[src/sv/mca_pkg.sv]
// Shared constants, types and helpers for the min-cost assignment search.
`default_nettype none
package mca_pkg;

  localparam int MAX_AGENTS  = 5;
  localparam int TARGETS     = 3;
  localparam int AGENT_W     = 3;
  localparam int TGT_W       = 2;
  localparam int COST_W      = 16;
  localparam int TOTAL_W     = 18;
  localparam int STORE_DEPTH = MAX_AGENTS * TARGETS;
  localparam int ADDR_W      = $clog2(STORE_DEPTH);

  // stream payload widths, padded to whole bytes
  localparam int S_FIELDS_W = AGENT_W + TGT_W + COST_W;
  localparam int S_DATA_W   = ((S_FIELDS_W + 7) / 8) * 8;
  localparam int M_FIELDS_W = AGENT_W + TOTAL_W;
  localparam int M_DATA_W   = ((M_FIELDS_W + 7) / 8) * 8;

  typedef logic [AGENT_W-1:0] agent_t;
  typedef logic [TGT_W-1:0]   tgt_t;
  typedef logic [COST_W-1:0]  cost_t;
  typedef logic [TOTAL_W-1:0] total_t;

  localparam total_t TOTAL_ONES = {TOTAL_W{1'b1}};

  typedef struct packed {
    logic   start;
    agent_t lim;
  } srch_req_t;

  typedef struct packed {
    logic                      done;
    total_t                    total;
    agent_t [TARGETS-1:0]      choice;
  } srch_rsp_t;

  // row-major: agent rows of TARGETS entries
  function automatic logic [ADDR_W-1:0] cost_addr(agent_t a, tgt_t t);
    return ADDR_W'(int'(a) * TARGETS + int'(t));
  endfunction

endpackage
`default_nettype wire

[src/sv/mca_search.sv]
// Cost store and iterative search over agent tuples with one shared adder.
`default_nettype none
module mca_search (
  input  logic                clk,
  input  logic                rst,
  input  logic                wr_en,
  input  mca_pkg::agent_t     wr_agent,
  input  mca_pkg::tgt_t       wr_target,
  input  mca_pkg::cost_t      wr_cost,
  input  mca_pkg::srch_req_t  req,
  output mca_pkg::srch_rsp_t  rsp
);
  import mca_pkg::*;

  localparam logic S_IDLE = 1'b0;
  localparam logic S_RUN  = 1'b1;
  localparam tgt_t LAST_PHASE = TGT_W'(TARGETS - 1);

  cost_t store [STORE_DEPTH];

  logic                 state;
  agent_t [TARGETS-1:0] pick;
  tgt_t                 phase;
  total_t               acc;
  total_t               best;
  agent_t [TARGETS-1:0] choice;
  agent_t               lim;
  logic                 done;

  agent_t               rd_agent;
  cost_t                rd_cost;
  total_t               sum;
  logic                 clash;
  agent_t [TARGETS-1:0] pick_adv;
  logic                 wrap;
  agent_t               lim_m1;
  agent_t               lim_clamped;

  always_ff @(posedge clk) begin
    if (wr_en) begin
      store[cost_addr(wr_agent, wr_target)] <= wr_cost;
    end
  end

  assign rd_agent = pick[phase];
  assign rd_cost  = store[cost_addr(rd_agent, phase)];
  // phase 0 starts a fresh sum
  assign sum      = ((phase == '0) ? '0 : acc) + TOTAL_W'(rd_cost);
  assign lim_m1   = lim - AGENT_W'(1);

  always_comb begin
    clash = 1'b0;
    for (int i = 0; i < TARGETS; i++) begin
      for (int j = i + 1; j < TARGETS; j++) begin
        if (pick[i] == pick[j]) begin
          clash = 1'b1;
        end
      end
    end
  end

  // odometer step, last target digit fastest
  always_comb begin
    pick_adv = pick;
    wrap     = 1'b1;
    for (int t = TARGETS - 1; t >= 0; t--) begin
      if (wrap) begin
        if (pick[t] == lim_m1) begin
          pick_adv[t] = '0;
        end else begin
          pick_adv[t] = pick[t] + AGENT_W'(1);
          wrap        = 1'b0;
        end
      end
    end
  end

  always_comb begin
    lim_clamped = req.lim;
    if (req.lim < AGENT_W'(TARGETS)) begin
      lim_clamped = AGENT_W'(TARGETS);
    end
    if (req.lim > AGENT_W'(MAX_AGENTS)) begin
      lim_clamped = AGENT_W'(MAX_AGENTS);
    end
  end

  always_ff @(posedge clk) begin
    if (rst) begin
      state  <= S_IDLE;
      done   <= 1'b0;
      best   <= TOTAL_ONES;
      choice <= '0;
    end else begin
      case (state)
        S_IDLE: begin
          done <= 1'b0;
          if (req.start) begin
            pick  <= '0;
            phase <= '0;
            best  <= TOTAL_ONES;
            lim   <= lim_clamped;
            state <= S_RUN;
          end
        end
        S_RUN: begin
          if (phase == '0 && clash) begin
            pick <= pick_adv;
            done <= wrap;
            if (wrap) begin
              state <= S_IDLE;
            end
          end else if (phase == LAST_PHASE) begin
            // strict compare keeps the earliest tuple on a tie
            if (sum < best) begin
              best   <= sum;
              choice <= pick;
            end
            phase <= '0;
            pick  <= pick_adv;
            done  <= wrap;
            if (wrap) begin
              state <= S_IDLE;
            end
          end else begin
            done  <= 1'b0;
            acc   <= sum;
            phase <= phase + TGT_W'(1);
          end
        end
        default: begin
          done  <= 1'b0;
          state <= S_IDLE;
        end
      endcase
    end
  end

  assign rsp.done   = done;
  assign rsp.total  = best;
  assign rsp.choice = choice;

endmodule
`default_nettype wire

[src/sv/min_cost_assignment_dp.sv]
// Top level: stream ports, agent count register and result sequencing.
//
// Loads a cost matrix one entry per input transfer, then on the entry with
// tlast set searches all assignments of distinct agents to targets 0..2 and
// returns one result transfer per target, in target order.
// Input: s_axis, one cost entry per transfer; tlast starts the search.
// Entries whose agent or target index is out of range are not stored.
// A load-only transfer leaves the block idle and ready for the next entry.
// Search: one shared adder/comparator walks all agent tuples in order. A
// tuple with a repeated agent is skipped without a sum; a distinct tuple
// is summed one target at a time, in target order, and its total is then
// compared with the best total so far.
// Output: three m_axis transfers follow; tlast marks the one for target 2.
// s_axis_tready is low from the tlast transfer until the last result has
// been taken; a stalled m_axis_tready simply holds the current result.
// cfg_wr_en writes agent_count (clamped to 3..5 at search start).
// Reset: agent_count returns to 5, the block is idle and ready.
`default_nettype none
module min_cost_assignment_dp (
  input  logic                          clk,
  input  logic                          rst,
  input  logic                          s_axis_tvalid,
  output logic                          s_axis_tready,
  // agent_index[2:0], target_index[4:3], cost[20:5], zero pad
  input  logic [mca_pkg::S_DATA_W-1:0]  s_axis_tdata,
  // load_done
  input  logic                          s_axis_tlast,
  output logic                          m_axis_tvalid,
  input  logic                          m_axis_tready,
  // chosen_agent[2:0], total_cost[20:3], zero pad
  output logic [mca_pkg::M_DATA_W-1:0]  m_axis_tdata,
  // served_target[1:0]
  output logic [mca_pkg::TGT_W-1:0]     m_axis_tuser,
  // final_flag
  output logic                          m_axis_tlast,
  input  logic                          cfg_wr_en,
  input  logic [mca_pkg::AGENT_W-1:0]   cfg_wr_data
);
  import mca_pkg::*;

  localparam logic [1:0] ST_IDLE   = 2'd0;
  localparam logic [1:0] ST_SEARCH = 2'd1;
  localparam logic [1:0] ST_EMIT   = 2'd2;
  localparam tgt_t       LAST_TGT  = TGT_W'(TARGETS - 1);

  logic [1:0] state;
  tgt_t       tcnt;
  agent_t     agent_count;

  agent_t     in_agent;
  tgt_t       in_tgt;
  cost_t      in_cost;
  logic       s_fire;
  logic       m_fire;
  srch_req_t  req;
  srch_rsp_t  rsp;

  assign in_agent = s_axis_tdata[AGENT_W-1:0];
  assign in_tgt   = s_axis_tdata[AGENT_W +: TGT_W];
  assign in_cost  = s_axis_tdata[AGENT_W+TGT_W +: COST_W];

  assign s_axis_tready = (state == ST_IDLE);
  assign s_fire        = s_axis_tvalid && s_axis_tready;
  assign m_fire        = m_axis_tvalid && m_axis_tready;

  assign req.start = s_fire && s_axis_tlast;
  assign req.lim   = agent_count;

  mca_search u_search (
    .clk       (clk),
    .rst       (rst),
    .wr_en     (s_fire && (in_agent < AGENT_W'(MAX_AGENTS)) && (in_tgt < TGT_W'(TARGETS))),
    .wr_agent  (in_agent),
    .wr_target (in_tgt),
    .wr_cost   (in_cost),
    .req       (req),
    .rsp       (rsp)
  );

  always_ff @(posedge clk) begin
    if (rst) begin
      agent_count <= AGENT_W'(MAX_AGENTS);
    end else if (cfg_wr_en) begin
      agent_count <= cfg_wr_data;
    end
  end

  always_ff @(posedge clk) begin
    if (rst) begin
      state <= ST_IDLE;
      tcnt  <= '0;
    end else begin
      case (state)
        ST_IDLE: begin
          if (req.start) begin
            state <= ST_SEARCH;
          end
        end
        ST_SEARCH: begin
          if (rsp.done) begin
            tcnt  <= '0;
            state <= ST_EMIT;
          end
        end
        ST_EMIT: begin
          if (m_fire) begin
            if (tcnt == LAST_TGT) begin
              state <= ST_IDLE;
            end else begin
              tcnt <= tcnt + TGT_W'(1);
            end
          end
        end
        default: begin
          state <= ST_IDLE;
        end
      endcase
    end
  end

  assign m_axis_tvalid = (state == ST_EMIT);
  assign m_axis_tuser  = tcnt;
  assign m_axis_tlast  = (tcnt == LAST_TGT);
  assign m_axis_tdata  = M_DATA_W'({rsp.total, rsp.choice[tcnt]});

endmodule
`default_nettype wire

[config.mk]
export PLATFORM = sky130hd
export DESIGN_NAME = min_cost_assignment_dp
export DESIGN_NICKNAME = d
export VERILOG_FILES = /design/src/sv/mca_pkg.sv /design/src/sv/mca_search.sv /design/src/sv/min_cost_assignment_dp.sv
export SDC_FILE = /design/constraint.sdc
export NUM_CORES = 1
export LEC_CHECK = 0
export BUFFER_PORTS_ARGS = -buffer_cell sky130_fd_sc_hd__buf_2
export CAP_MARGIN = 20
export CELL_PAD_IN_SITES_DETAIL_PLACEMENT = 1
export CELL_PAD_IN_SITES_GLOBAL_PLACEMENT = 1
export CORE_ASPECT_RATIO = 0.5
export CORE_MARGIN = 2
export CORE_UTILIZATION = 30
export CTS_BUF_LIST = sky130_fd_sc_hd__clkbuf_2 sky130_fd_sc_hd__clkbuf_4 sky130_fd_sc_hd__clkbuf_8
export DETAILED_ROUTE_END_ITERATION = 8
export GPL_TIMING_DRIVEN = 0
export PLACE_DENSITY_LB_ADDON = 0.1
export SYNTH_ARGS = -nofsm -noshare
export SYNTH_HDL_FRONTEND = slang
export SYNTH_SLANG_ARGS = --single-unit
export TNS_END_PERCENT = 50
[constraint.sdc]
create_clock -name clk -period 15.4 [get_ports clk]
set_input_delay 3.08 -clock clk [delete_from_list [all_inputs] [get_ports clk]]
set_output_delay 3.08 -clock clk [all_outputs]
set_load 0.02 [all_outputs]
==> results of run 1 <==
[synth_stat cells, types with 3 or more instances]
cell / n / area share, %
edfxtp_1: 272 / 58
nor2_1: 76 / 2.0
a21oi_1: 65 / 2.3
nand2_1: 57 / 1.5
mux4_2: 51 / 8.1
o21ai_0: 48 / 1.7
ha_1: 47 / 4.1
mux2i_1: 40 / 2.8
dfxtp_1: 36 / 5.1
inv_1: 33 / 0.87
buf_4: 28 / 1.5
clkbuf_1: 25 / 0.66
nor2b_1: 25 / 1.1
xnor2_1: 24 / 1.5
nand3_1: 21 / 0.74
buf_2: 19 / 0.67
nor3_1: 12 / 0.42
nand2b_1: 11 / 0.48
xor2_1: 9 / 0.56
nand4_1: 8 / 0.35
o32a_1: 7 / 0.49
a31oi_1: 6 / 0.26
and3_1: 6 / 0.26
nor4_1: 6 / 0.26
a211oi_1: 5 / 0.26
a21o_1: 5 / 0.26
fa_1: 5 / 0.71
nand3b_1: 5 / 0.26
or3_1: 5 / 0.22
buf_1: 4 / 0.11
o31a_1: 4 / 0.25
o21a_1: 3 / 0.16
o22ai_1: 3 / 0.13
[cells by family after synthesis]
logic type / count (synthesis) / synth area share, %
flops: 308 / 62.6
fa+ha+maj: 52 / 4.85
compound gates: 165 / 7.08
other cells: 1 / 0.0264
xor+xnor: 34 / 2.15
buf+inv: 110 / 3.83
mux: 93 / 11.1
simple gates: 243 / 8.35
[state kept, by name, indices dropped and copies added (netlist names)]
register        count
u_search.phase      2
u_search.acc       18
u_search.lim        3
u_search.done       1
m_axis_tuser        2
u_search.state      1
u_search.store    240
state               2
u_search.rsp        9
agent_count         3
u_search.best      18
u_search.pick       9
[power breakdown]
group | total (W) | leakage [nW] | internal, W | switching (W)
Combinational | 0.000563 | 2.64 | 0.000199 | 0.000364
Clock | 0.000747 | 0.541 | 0.000397 | 0.000350
Sequential | 0.000947 | 2.75 | 0.000941 | 0.00000617
[final cells by class]
cell class	instances	area share [%]
Multi-Input combinational cell	590	28.9
Buffer	77	2.52
Timing Repair Buffer	75	3.53
Inverter	33	0.743
Clock buffer	64	4.84
Sequential cell	308	53.3
Clock inverter	28	1.31
Tap cell	638	4.79
[tightest hold or removal path: stages (launching register included)]
cell and delay, ns:
dfxtp_1 0.32, mux2i_1 0.06, nand2_1 0.06
[metrics by stage]
| stage | power (W) | utilization, % |
|---|---|---|
| finish | 0.00226 | 35.7 |
| global route | 0.00239 | 35.7 |
| CTS | 0.00230 | 35.7 |
| detailed placement | 0.00154 | 33.5 |
| global placement | 0.00152 | 32.7 |
| floorplan | 0.00133 | - |
[routing by layer]
metal | global-route usage, % | share of wire, %
met5 | 0 | 0
met4 | 3.64 | 1.6
met3 | 3.24 | 4.4
met2 | 26.3 | 46
met1 | 22.2 | 48
[worst paths after layout]
kind	from	endpoint	slack, ns	depth (start not counted)
hold / removal	agent_count[0]	agent_count[0]	0.46	2
hold reg to reg	agent_count[0]	agent_count[0]	0.46	2
setup reg to reg	u_search.phase[1]	u_search.rsp[7]	6.72	27
setup / recovery	u_search.phase[1]	u_search.rsp[7]	6.72	27
==> results.yml, run 1 <==
run_status:
  outcome: "finished clean"
global_route:
  grt_overflow: 0
  grt_pass1_vias: 9175
  grt_pass1_wl_um: 58500
  track_usage_pct: 16.1
  antenna_found_initial: 0
  grt_max_degree: 16
finish:
  instances_no_fill: 1813
  seq_area_sq_um: 8890
  layout_commonest_cell: "edfxtp_1"
  stdcell_area_sq_um: 16700
  nFillCells: 4905
  mostFrequentLayoutCells: "edfxtp_1 (272), buf_2 (74), nor2_1 (65), a21oi_1 (65), nand2_1 (57)"
  drive_gt1_share_pct: 23.9
  area_delta_synth_final_pct: 17.4
  multi_input_area_sq_um: 4820
  antenna_cells: 0
  nNetsFinal: 1219
floorplanning:
  coreArea_sq_um: 46700
  start_util_pct: 30.4
  num_rows: 56
  die_x_um: 312
  ios: 62
  fp.dieH_um: 158
  dieArea_sq_um: 49200
placement:
  dp_cells: 1721
  dpl.hpwl_um: 27700
  io_buffers: 55
  dp_slack_ns: 6.60
  place_congestion: 0.754
  dpl-instance-area_sq_um: 15600
sta:
  hold_viol_final: 0
  rsz0062_at_grt: "no"
  layout_min_cycle_time_ns: 8.68
  setup_ws_ns: 6.72
  slew_violations: 0
  setup_violations: 0
  setup_tns_ns: 0
  fmax_mhz: 115
  hold_slack_ns: 0.464
  maxSlewHeadroom_pct: 30.2
  tightest_slew_ns: 1.05
  fin_crit_sh_pct: 56.3
  finClkSkew_ns: 0.0191
worst_setup_path:
  critPathLaunchType: "flop"
  critPathArrivalTime_ns: 9.13
  path_max_fanout: 10
  path_delay_family: "compound AO/OA/AOI/OAI gates"
  required_ns: 15.85
  critPathSlowestCell: "buf_1"
  cp.buffers_inverters: 7
  path_class: "flop to flop"
  max_stage_delay_ns: 0.82
  critPathCaptureType: "flop"
route:
  finalWirelength_um: 39100
  dr.pass1.iters: 4
  ant_nets: 0
  initialDrtViolationCount: 450
  num_vias: 8675
  vias_per_cell: 4.78
  wl_per_cell_um: 21.6
  drc: 0
synthesis:
  synth_sequential_area_ratio_pct: 62.6
  synth_flop_cell: "edfxtp_1"
  yosys_warnings: 0
  synthArstFlopShare_pct: 0
  syn_area_per_cell_sq_um: 14.1
  synth_area_sq_um: 14200
  yosysUniqueCellTypes: 63
  synth_edf_count: 272
  syn_inst: 1006
  synth.ff_latch_count: 308
clock_tree:
  htreeDepth: 2
  ctsResizeCount: 0
  cts.sinks: 308
  cts_tree: "built"
  clk_path_buf_depth: 3
  cts_inserted_buffers: 49
  clk_latency_ns: 0.61
  holdBufCountCts: 0
  clockRootBuffer: "clkbuf_8"
  cts_setup_buffers: 0
  cts.clk_slew.worst_paths_ns: 0.06
min_path:
  hold_path_class: "flop to flop"
pwr:
  leakage_nw: 5.93
  peakVddDrop_uv: 52.3
  p_per_area_nw_per_um2: 135
run:
  cap_violations: 0
No activity file was read; power rests on OpenSTA's default activity.
==> inputs of run 2 (changes only) <==
Settings changed: ABC_AREA set to 1.
Clock period 15.4 ns to 8.65 ns, I/O delays scaled along.
==> run 2 against run 1 <==
Final area grew 1.1%. Synthesized area grew 2.0%. Routed wire length grew 26%. Clock-buffer cell count is the same. Combinational power grew 120%. Hold slack lost 0.0023 ns. Flip-flop and latch count is the same. Global-route usage grew 3.5 points. Sequential power grew 80%. Non-clock buffer count grew 6. Clock skew grew 0.018 ns. Register-to-register slack lost 5.6 ns. Critical endpoint is now u_search.best[15]. Highest routed layer unchanged.
==> results.yml, run 2 <==
clock_tree:
  cts.clk_slew.worst_paths_ns: 0.07
  ctsResizeCount: 0
  clk_latency_ns: 0.63
  cts.sinks: 308
  clockRootBuffer: "clkbuf_8"
  cts_setup_buffers: 0
  clk_path_buf_depth: 3
  htreeDepth: 2
  cts_inserted_buffers: 49
  holdBufCountCts: 0
  cts_tree: "built"
synthesis:
  syn_inst: 1395
  synth_top_cells_by_area: "edfxtp_1 (56%), nand2_1 (6.6%), dfxtp_1 (5.0%)"
  syn_area_per_cell_sq_um: 10.4
  synth_area_sq_um: 14500
  synth-compound-area-share_pct: 10.4
  synthArstFlopShare_pct: 0
  synth.ff_latch_count: 308
  synth_simple_gate_area_share_pct: 15.6
  synth-xor-area-share_pct: 1.56
  yosys.area.top_type: "edfxtp_1"
  yosys.area.top_type_share_pct: 56.4
  synth_sequential_area_ratio_pct: 61.4
  synth_fa_ha_area_share_pct: 4.76
  yosys_warnings: 0
  muxShareOfSynthArea_pct: 0
  synth_flop_cell: "edfxtp_1"
  synth_edf_count: 272
  synth_common_cells: "edfxtp_1 (272), nand2_1 (256), nor2_1 (157), inv_1 (116), o21ai_0 (114)"
  synth.most_common_cell: "edfxtp_1"
  synth_top_family_by_area: "simple AND/OR/NAND/NOR gates"
  yosysUniqueCellTypes: 46
sta:
  setup_violations: 0
  maxSlewHeadroom_pct: 36.6
  tightest_slew_ns: 0.940
  finClkSkew_ns: 0.0372
  rsz0062_at_grt: "no"
  layout_min_cycle_time_ns: 7.55
  fin_crit_sh_pct: 87.2
  fmax_mhz: 133
  slew_violations: 0
  hold_viol_final: 0
  setup_tns_ns: 0
worst_setup_path:
  crit_path_frequent_cell: "nand2_1"
  path_max_fanout: 10
  max_stage_delay_ns: 0.50
  path_class: "flop to flop"
  required_ns: 9.10
  critPathSlowestCell: "fa_1"
  critPathCaptureType: "flop"
  reg2reg_depth: 37
  critPathLaunchType: "flop"
  critPathArrivalTime_ns: 8.00
pwr:
  clkPwrFrac_pct: 30.3
  comb_power_share_pct: 29.7
  leakage_nw: 6.52
  peakVddDrop_uv: 112
  power_frac_seq_pct: 40.0
  p_int_w: 0.00271
  power_switching_w: 0.00154
  p_per_area_nw_per_um2: 253
  switching_share_pct: 36.3
finish:
  mostFrequentLayoutCells: "edfxtp_1 (272), nand2_1 (256), nor2_1 (141), inv_1 (116), o21ai_0 (114)"
  stdcell_area_sq_um: 16800
  nNetsFinal: 1603
  largest_reg_flops: 240
  area_delta_synth_final_pct: 16.4
  antenna_cells: 0
  layout_commonest_cell: "edfxtp_1"
  drive_gt1_share_pct: 14.7
  reg_top3: "u_search.store: 240 flops, u_search.acc: 18 flops, u_search.best: 18 flops"
  largest_register: "u_search.store"
route:
  finalWirelength_um: 49100
  ant_nets: 0
  wl_per_cell_um: 22.4
  drc: 0
  num_vias: 10806
  dr.pass1.iters: 5
  initialDrtViolationCount: 769
  vias_per_cell: 4.93
placement:
  io_buffers: 54
  dpl-instance-area_sq_um: 15900
  dpl.hpwl_um: 34800
  place_congestion: 0.797
floorplanning:
  die_x_um: 315
  ios: 62
  fp.dieH_um: 159
  coreArea_sq_um: 47200
  num_rows: 56
  dieArea_sq_um: 50100
  start_util_pct: 30.6
global_route:
  grt_pass1_wl_um: 73100
  grt_overflow: 0
  grt_pass1_vias: 11267
  grt_max_degree: 16
  antenna_found_initial: 0
  track_usage_pct: 19.6
run:
  cap_violations: 0
min_path:
  hold_path_class: "flop to flop"
  hold_depth: 2
run_status:
  outcome: "finished clean"
-- run 2: changes by cell type in the layout (fill, tap and decap cells not counted), moves of 15 or more --
cell | previous run | this run
nand2_1 | 57 | 256
nand3_1 | 21 | 106
inv_1 | 33 | 116
nor2_1 | 65 | 141
o21ai_0 | 48 | 114
mux4_2 | 51 | 0
mux2i_1 | 40 | 0
nor2b_1 | 25 | 0
o221ai_1 | 0 | 22
clkbuf_1 | 25 | 40
-- run 2: cell type report --
type / instances / area, sq um
Tap cell: 638 / 798
Sequential cell: 308 / 8890
Buffer: 88 / 452
Timing Repair Buffer: 70 / 548
Inverter: 120 / 450
Clock buffer: 64 / 800
Fill cell: 5371 / 30400
Clock inverter: 22 / 174
Multi-Input combinational cell: 881 / 4730
-- run 2: worst max-delay path: cells and delay by family (launching register included) --
kind | cells | cell delay, ns
AOI/OAI and AO/OA | 4 | 1.07
adders and majority gates | 6 | 2.20
buffers and inverters | 10 | 1.78
DFF | 1 | 0.46
and+or+nand+nor | 17 | 1.84
-- run 2: kinds of logic after synthesis --
kind of cell / after synthesis
XOR/XNOR: 25
other: 1
buffers and inverters: 208
AND/OR/NAND/NOR: 543
AO/OA/AOI/OAI: 258
adder cells (fa/ha/maj): 52
flip-flops: 308
-- run 2: routing by layer --
| layer | wire (um) | vias up | part of all wire, % | GRT usage (%) |
|---|---|---|---|---|
| met1 | 23800 | 5476 | 48 | 28.0 |
| met5 | 0 | - | 0 | 0 |
| met4 | 870 | 0 | 1.8 | 4.31 |
| met3 | 2040 | 72 | 4.2 | 3.03 |
| met2 | 22400 | 180 | 46 | 31.2 |
| li1 | - | 5078 | - | - |
-- run 2: power by group through the flow --
stage / Sequential [W] / Combinational, W / Clock (W)
global placement: 0.00173 / 0.00124 / 0
floorplan: 0.00173 / 0.000775 / 0
finish: 0.00170 / 0.00126 / 0.00129
CTS: 0.00170 / 0.00128 / 0.00134
global route: 0.00171 / 0.00141 / 0.00140
detailed placement: 0.00173 / 0.00127 / 0
-- run 2: stage by stage --
stage | setup WS, ns | hold WS (ns) | utilization, % | total power (W) | cells
after global routing | 0.446 | 0.503 | 35.7 | 0.00452 | 2191
after detailed placement | 1.02 | 0.455 | 33.6 | 0.00300 | 2105
after floorplan | 3.18 | 0.436 | - | 0.00250 | 1397
final | 1.10 | 0.461 | 35.7 | 0.00426 | 2191
after CTS | 0.976 | 0.466 | 35.7 | 0.00431 | 2191
after global placement | 1.16 | 0.457 | 32.9 | 0.00297 | 2089
-- run 2: path summary, 6_finish.rpt --
kind	startpoint	to	slack [ns]
hold / removal	agent_count[0]	agent_count[0]	0.46
setup reg to reg	u_search.phase[1]	u_search.best[15]	1.10
hold reg to reg	agent_count[0]	agent_count[0]	0.46
setup / recovery	u_search.phase[1]	u_search.best[15]	1.10
==> inputs of run 3 (changes only) <==
Settings changed: CORE_UTILIZATION 30 to 51, TNS_END_PERCENT 50 to not set.
==> run 3 against run 2 <==
Clock-buffer cell count decreased by 6. Sequential power about the same. Global-route usage is 11 points higher. Critical path depth down 4. Die area decreased by 40%. Combinational power barely moved. Final cell count shrank 12%. Maximum frequency down 0.13%. Flip-flop and latch count is the same. Critical path type unchanged. Largest power group unchanged.
==> results.yml, run 3 (same netlist as run 2, synthesis figures left out) <==
pwr:
  peakVddDrop_uv: 120
  p_per_area_nw_per_um2: 254
  p_int_w: 0.00266
  comb_power_share_pct: 30.2
  power_switching_w: 0.00151
  switching_share_pct: 36.1
  power_frac_seq_pct: 40.8
  clkPwrFrac_pct: 29.0
  leakage_nw: 6.48
clock_tree:
  cts_tree: "built"
  cts.clk_slew.worst_paths_ns: 0.07
  holdBufCountCts: 0
  clk_latency_ns: 0.61
  htreeDepth: 2
  ctsResizeCount: 0
  cts_inserted_buffers: 45
  clk_path_buf_depth: 3
  clockRootBuffer: "clkbuf_8"
  cts.sinks: 308
  cts_setup_buffers: 0
worst_setup_path:
  path_delay_family: "adder cells"
  crit_path_frequent_cell: "nand2_1"
  r2r_slack_ns: 1.10
  cp.buffers_inverters: 9
  critPathCaptureType: "flop"
  critPathSlowestCell: "o21ai_0"
  required_ns: 9.17
  reg2reg_depth: 33
  timing.rr.end: "u_search.best[3]"
  crit_cells: 33
  path_max_fanout: 10
  critPathArrivalTime_ns: 8.08
  max_stage_delay_ns: 0.77
  critPathLaunchType: "flop"
  reg2reg_from: "u_search.phase[1]"
  path_class: "flop to flop"
sta:
  fmax_mhz: 132
  tightest_slew_ns: 0.940
  fin_crit_sh_pct: 87.3
  setup_tns_ns: 0
  rsz0062_at_grt: "no"
  slew_violations: 0
  hold_slack_ns: 0.481
  setup_violations: 0
  hold_viol_final: 0
  maxSlewHeadroom_pct: 36.6
  finClkSkew_ns: 0.0323
  layout_min_cycle_time_ns: 7.55
finish:
  mostFrequentLayoutCells: "edfxtp_1 (272), nand2_1 (256), nor2_1 (141), inv_1 (116), o21ai_0 (114)"
  reg_top3: "u_search.store: 240 flops, u_search.acc: 18 flops, u_search.best: 18 flops"
  antenna_cells: 0
  layout_commonest_cell: "edfxtp_1"
  drive_gt1_share_pct: 14.2
  largest_reg_flops: 240
  largest_register: "u_search.store"
  area_delta_synth_final_pct: 13.6
  stdcell_area_sq_um: 16400
  instances_no_fill: 1926
  nNetsFinal: 1599
route:
  finalWirelength_um: 45900
  drc: 0
  initialDrtViolationCount: 1104
  wl_per_cell_um: 23.8
  vias_per_cell: 5.89
  ant_nets: 0
  num_vias: 11340
  dr.pass1.iters: 5
floorplanning:
  ios: 62
  dieArea_sq_um: 29800
  coreArea_sq_um: 27800
  num_rows: 43
  die_x_um: 242
  start_util_pct: 52.0
  fp.dieH_um: 123
min_path:
  worstHoldEndpoint: "agent_count[0]"
  worstHoldStart: "agent_count[0]"
  hold_depth: 2
  hold_path_class: "flop to flop"
placement:
  dp_cells: 1849
  dpl-instance-area_sq_um: 15600
  place_congestion: 0.834
  dpl.hpwl_um: 32000
  io_buffers: 54
run:
  cap_violations: 0
global_route:
  antenna_found_initial: 0
  grt_pass1_vias: 11720
  grt_max_degree: 16
  grt_pass1_wl_um: 68900
  grt_overflow: 0
  track_usage_pct: 31.0
run_status:
  outcome: "finished clean"
run 3: how the worst max path moves through the flow:
stage / from / end / slack [ns]
2_1_floorplan: u_search.phase[0] / u_search.best[0] / 3.18
5_1_grt: u_search.phase[0] / u_search.best[3] / 0.43
6_report: u_search.phase[1] / u_search.best[3] / 1.10
3_5_place_dp: u_search.phase[1] / u_search.best[10] / 1.24
3_3_place_gp: u_search.pick[0] / u_search.best[9] / 1.46
4_1_cts: u_search.phase[1] / u_search.best[3] / 1.16
run 3: tightest hold or removal path, delay by kind of cell (launching register included):
family | cells | cell delay (ns)
AOI/OAI and AO/OA | 1 | 0.07
buffers and inverters | 1 | 0.06
DFF | 1 | 0.30
run 3: metrics by stage:
stage	worst slack (ns)	power (W)	utilization, %
2_1_floorplan	3.18	0.00250	-
3_3_place_gp	1.46	0.00289	54.7
3_5_place_dp	1.24	0.00295	55.9
4_1_cts	1.16	0.00416	59.1
5_1_grt	0.427	0.00436	59.1
6_report	1.10	0.00417	59.1
run 3: power groups by stage:
| stage | logic (W) | registers (W) | clock network, W |
|---|---|---|---|
| 6_report | 0.00126 | 0.00170 | 0.00121 |
| 5_1_grt | 0.00138 | 0.00171 | 0.00128 |
| 4_1_cts | 0.00123 | 0.00170 | 0.00122 |
| 3_5_place_dp | 0.00122 | 0.00173 | 0 |
| 3_3_place_gp | 0.00116 | 0.00173 | 0 |
| 2_1_floorplan | 0.000775 | 0.00173 | 0 |
run 3: layout make-up:
type / instances / area [sq um]
fillers: 3059 / 11400
flip-flops and latches: 308 / 8890
multi-input cells: 881 / 4730
clock buffers: 58 / 736
repair buffers: 70 / 561
well taps: 382 / 478
plain buffers: 88 / 452
inverters: 120 / 450
clock inverters: 19 / 150
run 3: routing by layer:
metal / GRT usage [%] / wire (um) / vias up
li1: - / - / 5065
met1: 40.1 / 18900 / 5624
met2: 51.9 / 21500 / 554
met3: 8.66 / 4490 / 95
met4: 8.64 / 984 / 2
met5: 0 / 34 / -
